### config.mk
export PLATFORM = sky130hd
export DESIGN_NAME = span3_to_span9_plane_mapper_unit
export DESIGN_NICKNAME = d
export VERILOG_FILES = /design/src/rtl/span39_pkg.sv /design/src/rtl/span3_to_span9_plane_mapper_unit.sv /design/src/rtl/span39_cfg.sv /design/src/rtl/span39_decode.sv /design/src/rtl/span39_mult.sv
export SDC_FILE = /design/constraint.sdc
export NUM_CORES = 1
export LEC_CHECK = 0
export ABC_CLOCK_PERIOD_IN_PS = 7100
export BUFFER_PORTS_ARGS = -buffer_cell sky130_fd_sc_hd__buf_2
export CORE_MARGIN = 5
export CORE_UTILIZATION = 58
export CTS_CLUSTER_SIZE = 25
export DETAILED_ROUTE_END_ITERATION = 8
export PLACE_DENSITY_LB_ADDON = 0.08
export REMOVE_ABC_BUFFERS = 1
export SYNTH_ARGS = -nofsm -noshare
export SYNTH_HDL_FRONTEND = slang
export SYNTH_SLANG_ARGS = --single-unit
### constraint.sdc
create_clock -name clk -period 7.1 [get_ports clk]
set_clock_uncertainty 0.1 [all_clocks]
set_input_delay 1.065 -clock clk [delete_from_list [all_inputs] [get_ports clk]]
set_output_delay 1.065 -clock clk [all_outputs]
set_load 0.02 [all_outputs]
### src/rtl/span39_pkg.sv
// Shared types, codes and constants for the span-3 to span-9 plane mapper.
// No dependencies; every rtl module imports this package.
package span39_pkg;

  localparam int RING_W   = 9;
  localparam int MRD_W    = 8;
  localparam int SEG_W    = 8;
  localparam int PLANE_W  = 9;
  localparam int ADDR_W   = 17;
  localparam int OP_W     = 2;
  localparam int PADDR_W  = 3;
  localparam int PDATA_W  = 32;

  // plane operation codes
  localparam logic [OP_W-1:0] OP_KEEP = 2'd0;
  localparam logic [OP_W-1:0] OP_COPY = 2'd1;
  localparam logic [OP_W-1:0] OP_ADD  = 2'd2;

  // register select (paddr[2])
  localparam logic REG_RING_COUNT   = 1'b0;
  localparam logic REG_MAX_RING_DIF = 1'b1;

  localparam logic [RING_W-1:0] RING_COUNT_RST   = 9'd104;
  localparam logic [MRD_W-1:0]  MAX_RING_DIF_RST = 8'd67;

  // reciprocal multipliers: x/3 = (x*171)>>9 for x<512, x/9 = (x*911)>>13 for x<1024
  localparam logic [7:0] DIV3_MUL = 8'd171;
  localparam int         DIV3_SH  = 9;
  localparam logic [9:0] DIV9_MUL = 10'd911;
  localparam int         DIV9_SH  = 13;

  typedef struct packed {
    logic [RING_W-1:0] ring_count;
    logic [MRD_W-1:0]  max_ring_difference;
  } cfg_t;

  // after index decode
  typedef struct packed {
    logic              seg_zero;
    logic              group_zero;
    logic              plane_ok;
    logic              tail_odd;
    logic [SEG_W-1:0]  seg_idx;
    logic [7:0]        nseg3;
    logic [5:0]        nseg9;
    logic [5:0]        group;
    logic [6:0]        half;
    logic [2:0]        slot;
    logic [1:0]        shift;
    logic [7:0]        smax;
    logic [5:0]        hmax;
    logic [PLANE_W-1:0] plane;
  } stage_a_t;

  // after the products
  typedef struct packed {
    logic               seg_zero;
    logic               group_zero;
    logic               used;
    logic [OP_W-1:0]    op;
    logic [9:0]         p0;
    logic [16:0]        prod_a;
    logic [14:0]        prod_b;
    logic [16:0]        prod_c;
    logic [12:0]        prod_d;
    logic [9:0]         tail_src;
    logic [10:0]        tail_dst;
    logic [1:0]         shift;
    logic [PLANE_W-1:0] plane;
  } stage_b_t;

endpackage

### src/rtl/span3_to_span9_plane_mapper_unit.sv
// Top level of the span-3 to span-9 plane mapper: register file, pipeline, result stage.
// Depends on span39_pkg, span39_cfg, span39_decode and span39_mult.
//
//  channel   | handshake                      | payload
//  ----------+--------------------------------+--------------------------------------
//  config    | psel/penable/pwrite, pready=1  | paddr, pwdata, prdata
//  item in   | start while busy is low        | segment_index, plane_index
//  result    | done, one cycle strobe         | source_plane, dest_plane, operation,
//            |                                | dropped
//
// One item per cycle while busy is low; each item passes the registered decode stage,
// product stage and sum and output stage in that order before its result appears.
// rst is synchronous; busy is rst registered once, so it stays high through reset and for the cycle after.
// The receiver cannot stall, so the pipeline never holds and busy is low otherwise.
module span3_to_span9_plane_mapper_unit import span39_pkg::*; (
  input  logic               clk,
  input  logic               rst,
  input  logic               psel,
  input  logic               penable,
  input  logic               pwrite,
  input  logic [PADDR_W-1:0] paddr,
  input  logic [PDATA_W-1:0] pwdata,
  output logic [PDATA_W-1:0] prdata,
  output logic               pready,
  input  logic               start,
  output logic               busy,
  input  logic [SEG_W-1:0]   segment_index,
  input  logic [PLANE_W-1:0] plane_index,
  output logic               done,
  output logic [ADDR_W-1:0]  source_plane,
  output logic [ADDR_W-1:0]  dest_plane,
  output logic [OP_W-1:0]    operation,
  output logic               dropped
);

  cfg_t        cfg;
  logic        accept, a_valid, b_valid;
  stage_a_t    a;
  stage_b_t    b;
  logic [16:0] three_b, nine_d, diff_ab, diff_cd, src_sum, dst_sum;
  logic [16:0] plane_w;

  span39_cfg u_cfg (
    .clk     (clk),
    .rst     (rst),
    .psel    (psel),
    .penable (penable),
    .pwrite  (pwrite),
    .paddr   (paddr),
    .pwdata  (pwdata),
    .prdata  (prdata),
    .pready  (pready),
    .cfg     (cfg)
  );

  always_ff @(posedge clk) begin
    busy <= rst;
  end

  assign accept = start & ~busy;

  span39_decode u_decode (
    .clk           (clk),
    .rst           (rst),
    .in_valid      (accept),
    .segment_index (segment_index),
    .plane_index   (plane_index),
    .cfg           (cfg),
    .a_valid       (a_valid),
    .a             (a)
  );

  span39_mult u_mult (
    .clk     (clk),
    .rst     (rst),
    .a_valid (a_valid),
    .a       (a),
    .cfg     (cfg),
    .b_valid (b_valid),
    .b       (b)
  );

  // sums wrap to the 17-bit plane address
  always_comb begin
    plane_w = {8'b0, b.plane};
    three_b = {2'b00, b.prod_b} + {1'b0, b.prod_b, 1'b0};
    nine_d  = {4'b0, b.prod_d} + {1'b0, b.prod_d, 3'b000};
    diff_ab = b.prod_a - three_b;
    diff_cd = b.prod_c - nine_d;
    // both signs of each full pair count, so double the run sums
    src_sum = {7'b0, b.p0} + {diff_ab[15:0], 1'b0} + {7'b0, b.tail_src} + plane_w;
    // centering shift moves in steps of three planes
    dst_sum = {7'b0, b.p0} + {diff_cd[15:0], 1'b0} + {6'b0, b.tail_dst}
            + {15'b0, b.shift} + {14'b0, b.shift, 1'b0} + plane_w;
  end

  always_ff @(posedge clk) begin
    if (rst) done <= 1'b0;
    else     done <= b_valid;
  end

  always_ff @(posedge clk) begin
    if (b_valid) begin
      dropped <= ~b.used;
      if (!b.used) begin
        source_plane <= '0;
        dest_plane   <= '0;
        operation    <= OP_KEEP;
      end else begin
        operation    <= b.op;
        source_plane <= b.seg_zero ? plane_w : src_sum;
        if (b.seg_zero)
          dest_plane <= plane_w;
        else if (b.group_zero)
          dest_plane <= plane_w + 17'd2;
        else
          dest_plane <= dst_sum;
      end
    end
  end

  a_latency: assert property (@(posedge clk) disable iff (rst)
    accept |-> ##3 done)
    else $error("accepted beat produced no result three cycles later");

  a_no_phantom: assert property (@(posedge clk) disable iff (rst)
    done |-> $past(accept, 3))
    else $error("result without a matching start beat");

  a_drop_zero: assert property (@(posedge clk) disable iff (rst)
    done && dropped |-> source_plane == '0 && dest_plane == '0 && operation == OP_KEEP)
    else $error("dropped result carries nonzero fields");

  a_keep_same: assert property (@(posedge clk) disable iff (rst)
    done && !dropped && operation == OP_KEEP |-> dest_plane == source_plane)
    else $error("segment zero plane not kept in place");

endmodule

### src/rtl/span39_cfg.sv
// APB register file: ring count and maximum ring difference.
// Depends on span39_pkg.
module span39_cfg import span39_pkg::*; (
  input  logic               clk,
  input  logic               rst,
  input  logic               psel,
  input  logic               penable,
  input  logic               pwrite,
  input  logic [PADDR_W-1:0] paddr,
  input  logic [PDATA_W-1:0] pwdata,
  output logic [PDATA_W-1:0] prdata,
  output logic               pready,
  output cfg_t               cfg
);

  logic wr;

  assign pready = 1'b1;
  assign wr     = psel & penable & pwrite;

  always_ff @(posedge clk) begin
    if (rst) begin
      cfg.ring_count          <= RING_COUNT_RST;
      cfg.max_ring_difference <= MAX_RING_DIF_RST;
    end else if (wr) begin
      case (paddr[2])
        REG_RING_COUNT:   cfg.ring_count          <= pwdata[RING_W-1:0];
        REG_MAX_RING_DIF: cfg.max_ring_difference <= pwdata[MRD_W-1:0];
        default: ;
      endcase
    end
  end

  always_comb begin
    case (paddr[2])
      REG_RING_COUNT:   prdata = {{(PDATA_W-RING_W){1'b0}}, cfg.ring_count};
      REG_MAX_RING_DIF: prdata = {{(PDATA_W-MRD_W){1'b0}}, cfg.max_ring_difference};
      default:          prdata = '0;
    endcase
  end

endmodule

### src/rtl/span39_decode.sv
// First pipeline stage: segment, group and pair decode, segment counts, plane range.
// Depends on span39_pkg.
module span39_decode import span39_pkg::*; (
  input  logic               clk,
  input  logic               rst,
  input  logic               in_valid,
  input  logic [SEG_W-1:0]   segment_index,
  input  logic [PLANE_W-1:0] plane_index,
  input  cfg_t               cfg,
  output logic               a_valid,
  output stage_a_t           a
);

  logic [8:0]  i1, i3, two_m1, six_g, j9;
  logic [7:0]  s, ih, three_g, sh8, im1;
  logic [16:0] g_prod, n3_prod, smax_prod;
  logic [18:0] n9_prod, hmax_prod;
  logic [9:0]  r3;
  logic [5:0]  g;
  logic [10:0] six_s, two_r, p11;
  logic        plane_ok;
  stage_a_t    a_next;

  always_comb begin
    i1     = {1'b0, segment_index} + 9'd1;
    i3     = {1'b0, segment_index} + 9'd3;
    s      = i1[8:1];
    ih     = i3[8:1];
    g_prod = {9'b0, ih} * {9'b0, DIV3_MUL};
    g      = g_prod[DIV3_SH+5:DIV3_SH];
    im1    = segment_index - 8'd1;

    two_m1  = {cfg.max_ring_difference, 1'b1};
    n3_prod = {8'b0, two_m1} * {9'b0, DIV3_MUL};
    n9_prod = {10'b0, two_m1} * {9'b0, DIV9_MUL};

    smax_prod = {8'b0, cfg.ring_count} * {9'b0, DIV3_MUL};
    r3        = {1'b0, cfg.ring_count} + 10'd3;
    hmax_prod = {9'b0, r3} * {9'b0, DIV9_MUL};

    six_g   = {1'b0, g, 2'b00} + {2'b00, g, 1'b0};
    j9      = i3 - six_g;
    three_g = {1'b0, g, 1'b0} + {2'b00, g};
    sh8     = s + 8'd1 - three_g;

    // plane range: p < 2R-1 for segment 0, p < 2R+1-6s otherwise
    six_s = {1'b0, s, 2'b00} + {2'b00, s, 1'b0};
    two_r = {1'b0, cfg.ring_count, 1'b0};
    p11   = {2'b00, plane_index};
    if (segment_index == '0)
      plane_ok = (p11 + 11'd1) < two_r;
    else
      plane_ok = (p11 + six_s) <= two_r;

    a_next.seg_zero   = (segment_index == '0);
    a_next.group_zero = (g == '0);
    a_next.plane_ok   = plane_ok;
    a_next.tail_odd   = im1[0];
    a_next.seg_idx    = segment_index;
    a_next.nseg3      = n3_prod[DIV3_SH+7:DIV3_SH];
    a_next.nseg9      = n9_prod[DIV9_SH+5:DIV9_SH];
    a_next.group      = g;
    a_next.half       = im1[7:1];
    a_next.slot       = j9[2:0];
    a_next.shift      = sh8[1:0];
    a_next.smax       = smax_prod[DIV3_SH+7:DIV3_SH];
    a_next.hmax       = hmax_prod[DIV9_SH+5:DIV9_SH];
    a_next.plane      = plane_index;
  end

  always_ff @(posedge clk) begin
    if (rst) a_valid <= 1'b0;
    else     a_valid <= in_valid;
  end

  always_ff @(posedge clk) begin
    if (in_valid) a <= a_next;
  end

endmodule

### src/rtl/span39_mult.sv
// Second pipeline stage: use check, clamped run lengths and the prefix-sum products.
// Depends on span39_pkg.
module span39_mult import span39_pkg::*; (
  input  logic     clk,
  input  logic     rst,
  input  logic     a_valid,
  input  stage_a_t a,
  input  cfg_t     cfg,
  output logic     b_valid,
  output stage_b_t b
);

  logic        seg_ok, group_ok;
  logic [6:0]  qc, two_g_m1;
  logic [7:0]  qc1, q1;
  logic [5:0]  gm1, gc;
  logic [6:0]  gc1;
  logic [9:0]  r2p1;
  logic [10:0] r2p1_w, r2p7, six_q1, eighteen_g;
  stage_b_t    b_next;

  always_comb begin
    seg_ok   = a.seg_idx < a.nseg3;
    two_g_m1 = {a.group, 1'b0} - 7'd1;
    group_ok = a.group_zero ? (a.nseg9 != '0) : (two_g_m1 < {1'b0, a.nseg9});

    // clamp run lengths to the segments that still have planes
    qc  = ({1'b0, a.half} < a.smax) ? a.half : a.smax[6:0];
    qc1 = {1'b0, qc} + 8'd1;
    gm1 = a.group - 6'd1;
    gc  = (gm1 < a.hmax) ? gm1 : a.hmax;
    gc1 = {1'b0, gc} + 7'd1;

    r2p1   = {cfg.ring_count, 1'b1};
    r2p1_w = {1'b0, r2p1};
    r2p7   = {1'b0, cfg.ring_count, 1'b0} + 11'd7;

    q1         = {1'b0, a.half} + 8'd1;
    six_q1     = {1'b0, q1, 2'b00} + {2'b00, q1, 1'b0};
    eighteen_g = {1'b0, a.group, 4'b0000} + {4'b0000, a.group, 1'b0};

    b_next.seg_zero   = a.seg_zero;
    b_next.group_zero = a.group_zero;
    b_next.used       = seg_ok & group_ok & a.plane_ok;
    if (a.seg_zero)
      b_next.op = OP_KEEP;
    else if (a.group_zero)
      b_next.op = OP_ADD;
    else if (a.slot < 3'd2)
      b_next.op = OP_COPY;
    else
      b_next.op = OP_ADD;
    b_next.p0     = (cfg.ring_count == '0) ? 10'd0 : ({cfg.ring_count, 1'b0} - 10'd1);
    b_next.prod_a = {10'b0, qc} * {7'b0, r2p1};
    b_next.prod_b = {8'b0, qc} * {7'b0, qc1};
    b_next.prod_c = {11'b0, gc} * {6'b0, r2p7};
    b_next.prod_d = {7'b0, gc} * {6'b0, gc1};
    // odd leftover segment of the prefix, and the positive half of the group
    b_next.tail_src = (a.tail_odd && six_q1 < r2p1_w) ? 10'(r2p1_w - six_q1) : 10'd0;
    b_next.tail_dst = (a.slot[0] && eighteen_g < r2p7) ? (r2p7 - eighteen_g) : 11'd0;
    b_next.shift    = a.shift;
    b_next.plane    = a.plane;
  end

  always_ff @(posedge clk) begin
    if (rst) b_valid <= 1'b0;
    else     b_valid <= a_valid;
  end

  always_ff @(posedge clk) begin
    if (a_valid) b <= b_next;
  end

endmodule
==> flow_summary.ini <==
[run_status]
status = completed

[worst_setup_path]
cp.arrival_ps = 6970
r2r-start = u_decode.a[36]
start_kind = flop
worstReg2RegEnd = u_mult.b[44]
crit_top_cell = ha_1
critPathRequiredTime_ps = 7320
crit_fanout = 8
endpoint_kind = flop
critical_path.startpoint = u_decode.a[36]
worst_path_largest_cell_delay_ps = 550
regToRegSetupSlack_ps = 360
crit_type = flop to flop
cp_slowest_cell = fa_1
reg2reg_depth = 29

[yosys]
yosysWarnings = 0
synthArstFlopShare_pct = 0
synth-edff-count = 209
ys_ff_latch = 230
yosys_most_used_dff = edfxtp_1
avgSynthCellArea_um2 = 9.69
syn_area_um2 = 29300
synth_top_cells_by_area = ha_1 22%, edfxtp_1 21%, fa_1 19%
syn_inst = 3024
yosys.area.top_type = ha_1
ys_types = 84
seq_area_frac_synth_pct = 22.8
synth_top_area_share_pct = 22.5

[min_path]
hold_class = flop to flop
min_from = u_decode.a[4]
min_to = u_mult.b[4]
whs_path_depth = 0

[floorplanning]
rows = 82
die_w_um = 235
die_area_um2 = 55100
io_pins = 130
core_area_um2 = 50100
die_y_um = 235
initial_core_util_pct = 58.5

[sta]
max_freq_ghz = 0.148
min_period_ps = 6740
finalSetupViolCount = 0
slew_violations = 0
max_slew_margin_pct = 30.5
worstMarginPinSlew_ps = 1030
finalHoldViolations = 0
fin_crit_sh_pct = 95.0

[clock_network]
cts_sinks = 230
htreeDepth = 1
cts_hold_buf = 0
cts_root_buf = clkbuf_16
clk_pin_slew_ps = 70
clk-insertion-delay-late_ps = 570
cts_buffers = 26
clock_path_buffers = 3
cts_tree = done

[grt]
grtUsageMet2_pct = 38.6
grt.total_usage_pct = 23.7
grt_overflow = 0
grt_pass1_vias = 21200
antenna_found_initial = 1
busiest_layer = met2
use_met3_pct = 3.30
grt_max_degree = 76
met1_usage_pct = 33.7
grt_pass1_wl_um = 107000

[layout]
final_layout_size_suffix_gt1_share_pct = 7.84
antenna_cells = 0
area_growth_syn_to_layout_pct = 8.42
layout.nets = 4022
final_util_pct = 63.5

[flow_run]
cap_violations = 0

[routing]
drc = 0
drtPass1Iterations = 5
ant_nets = 0
detail_route.wl_per_cell_um = 17.0
viasPerCell = 5.37
vias = 20700
drt_iter0_drc = 1116
wl_um = 65600

[place]
gp_congestion = 0.912
dp_hpwl_um = 54400
port_buffers = 80
[cells by family (layout without fill, tap and decap cells)]
logic type | after synthesis | in the layout | share of synthesized area, %
other cells | 2 | 24 | 0.0256
mux | 19 | 19 | 0.755
flops | 230 | 230 | 22.8
compound gates | 371 | 371 | 8.27
buf+inv | 697 | 826 | 9.29
xor+xnor | 214 | 214 | 6.52
simple gates | 682 | 682 | 10.5
fa+ha+maj | 809 | 809 | 41.8
[critical path, delay by kind of cell (launching register included)]
family                   cells  cell delay (ps)
AO/OA/AOI/OAI               12             1890
flip-flops                   1              440
adder cells (fa/ha/maj)      8             2840
buffers and inverters        5              420
multiplexers                 1              270
XOR/XNOR                     1               80
AND/OR/NAND/NOR              2              480
[per-layer routing]
layer  vias up  part of all wire (%)
li1      10100                     -
met4         0                   2.8
met3       117                   5.6
met1      9958                    46
met5         -                     0
met2       506                    45
[layout make-up]
class / count / area [µm²]
timing repair buffer: 151 / 933
clock inverter: 13 / 171
fill: 4233 / 18300
multi-input combinational: 2119 / 20000
inverter: 627 / 2350
tap: 672 / 841
clock buffer: 35 / 736
sequential: 230 / 6700
[how the worst max path moves through the flow]
stage                         to  slack, ps  depth (start not counted)
floorplan           u_mult.b[44]         20                         29
global placement    u_mult.b[60]        260                         28
detailed placement  u_mult.b[60]        100                         28
CTS                 u_mult.b[60]        120                         28
global route        u_mult.b[44]        -10                         31
finish              u_mult.b[44]        360                         29
[cell usage after synthesis (5+ instances only)]
cell type    n
inv_1      616
ha_1       527
nor2_1     314
fa_1       282
edfxtp_1   209
xnor2_1    148
nand2_1    136
a21oi_1    114
o21ai_0     63
xor2_1      63
nor3_1      52
a21o_1      44
nand3_1     38
clkbuf_1    37
nor2b_1     31
nand2b_1    28
o21bai_1    28
o21a_1      26
buf_4       25
dfxtp_1     21
and2_1      20
mux2i_1     15
nand4_1     13
and3_1      12
a31oi_1     11
a211o_1      9
a211oi_1     9
clkinv_1     9
or2_2        9
or3_1        7
o2111ai_1    6
a21boi_0     5
o21ai_1      5
o31ai_1      5
o41ai_1      5
[through the flow]
stage	setup slack [ps]	TNS, ps	hold slack [ps]	cells	area [µm²]
3_5_place_dp	102	0	307	3795	30800
6_report	356	0	313	3847	31800
2_1_floorplan	24.9	0	300	2976	29000
3_3_place_gp	261	0	309	3795	30800
4_1_cts	124	0	320	3843	31700
5_1_grt	-14.2	-14.2	341	3847	31800
[what timing repair did]
action	in CTS	in global routing
setup endpoints to repair	0	6
setup buffers	0	4
endpoints found under the hold margin	0	0
gates resized for setup	0	17
[registers in the layout (all words and copies together) (netlist names)]
register          count
u_mult.b_valid        1
u_decode.a_valid      1
u_decode.a           67
operation             2
source_plane         17
u_mult.b            105
busy                  1
dest_plane           17
done                  1
dropped               1
u_cfg.cfg            17
[cell usage in the layout (no fill, tap or decap), types with 30 or more instances in the layout]
| cell type | count |
|---|---|
| inv_1 | 614 |
| ha_1 | 526 |
| nor2_1 | 314 |
| fa_1 | 282 |
| edfxtp_1 | 209 |
| xnor2_1 | 148 |
| nand2_1 | 136 |
| a21oi_1 | 112 |
| buf_2 | 80 |
| buf_4 | 71 |
| xor2_1 | 63 |
| o21ai_0 | 63 |
| nor3_1 | 51 |
| a21o_1 | 44 |
| nand3_1 | 38 |
| nor2b_1 | 30 |
Power is not shown: default switching activity piles up to over one toggle a cycle in this logic, so the estimate is an artifact.
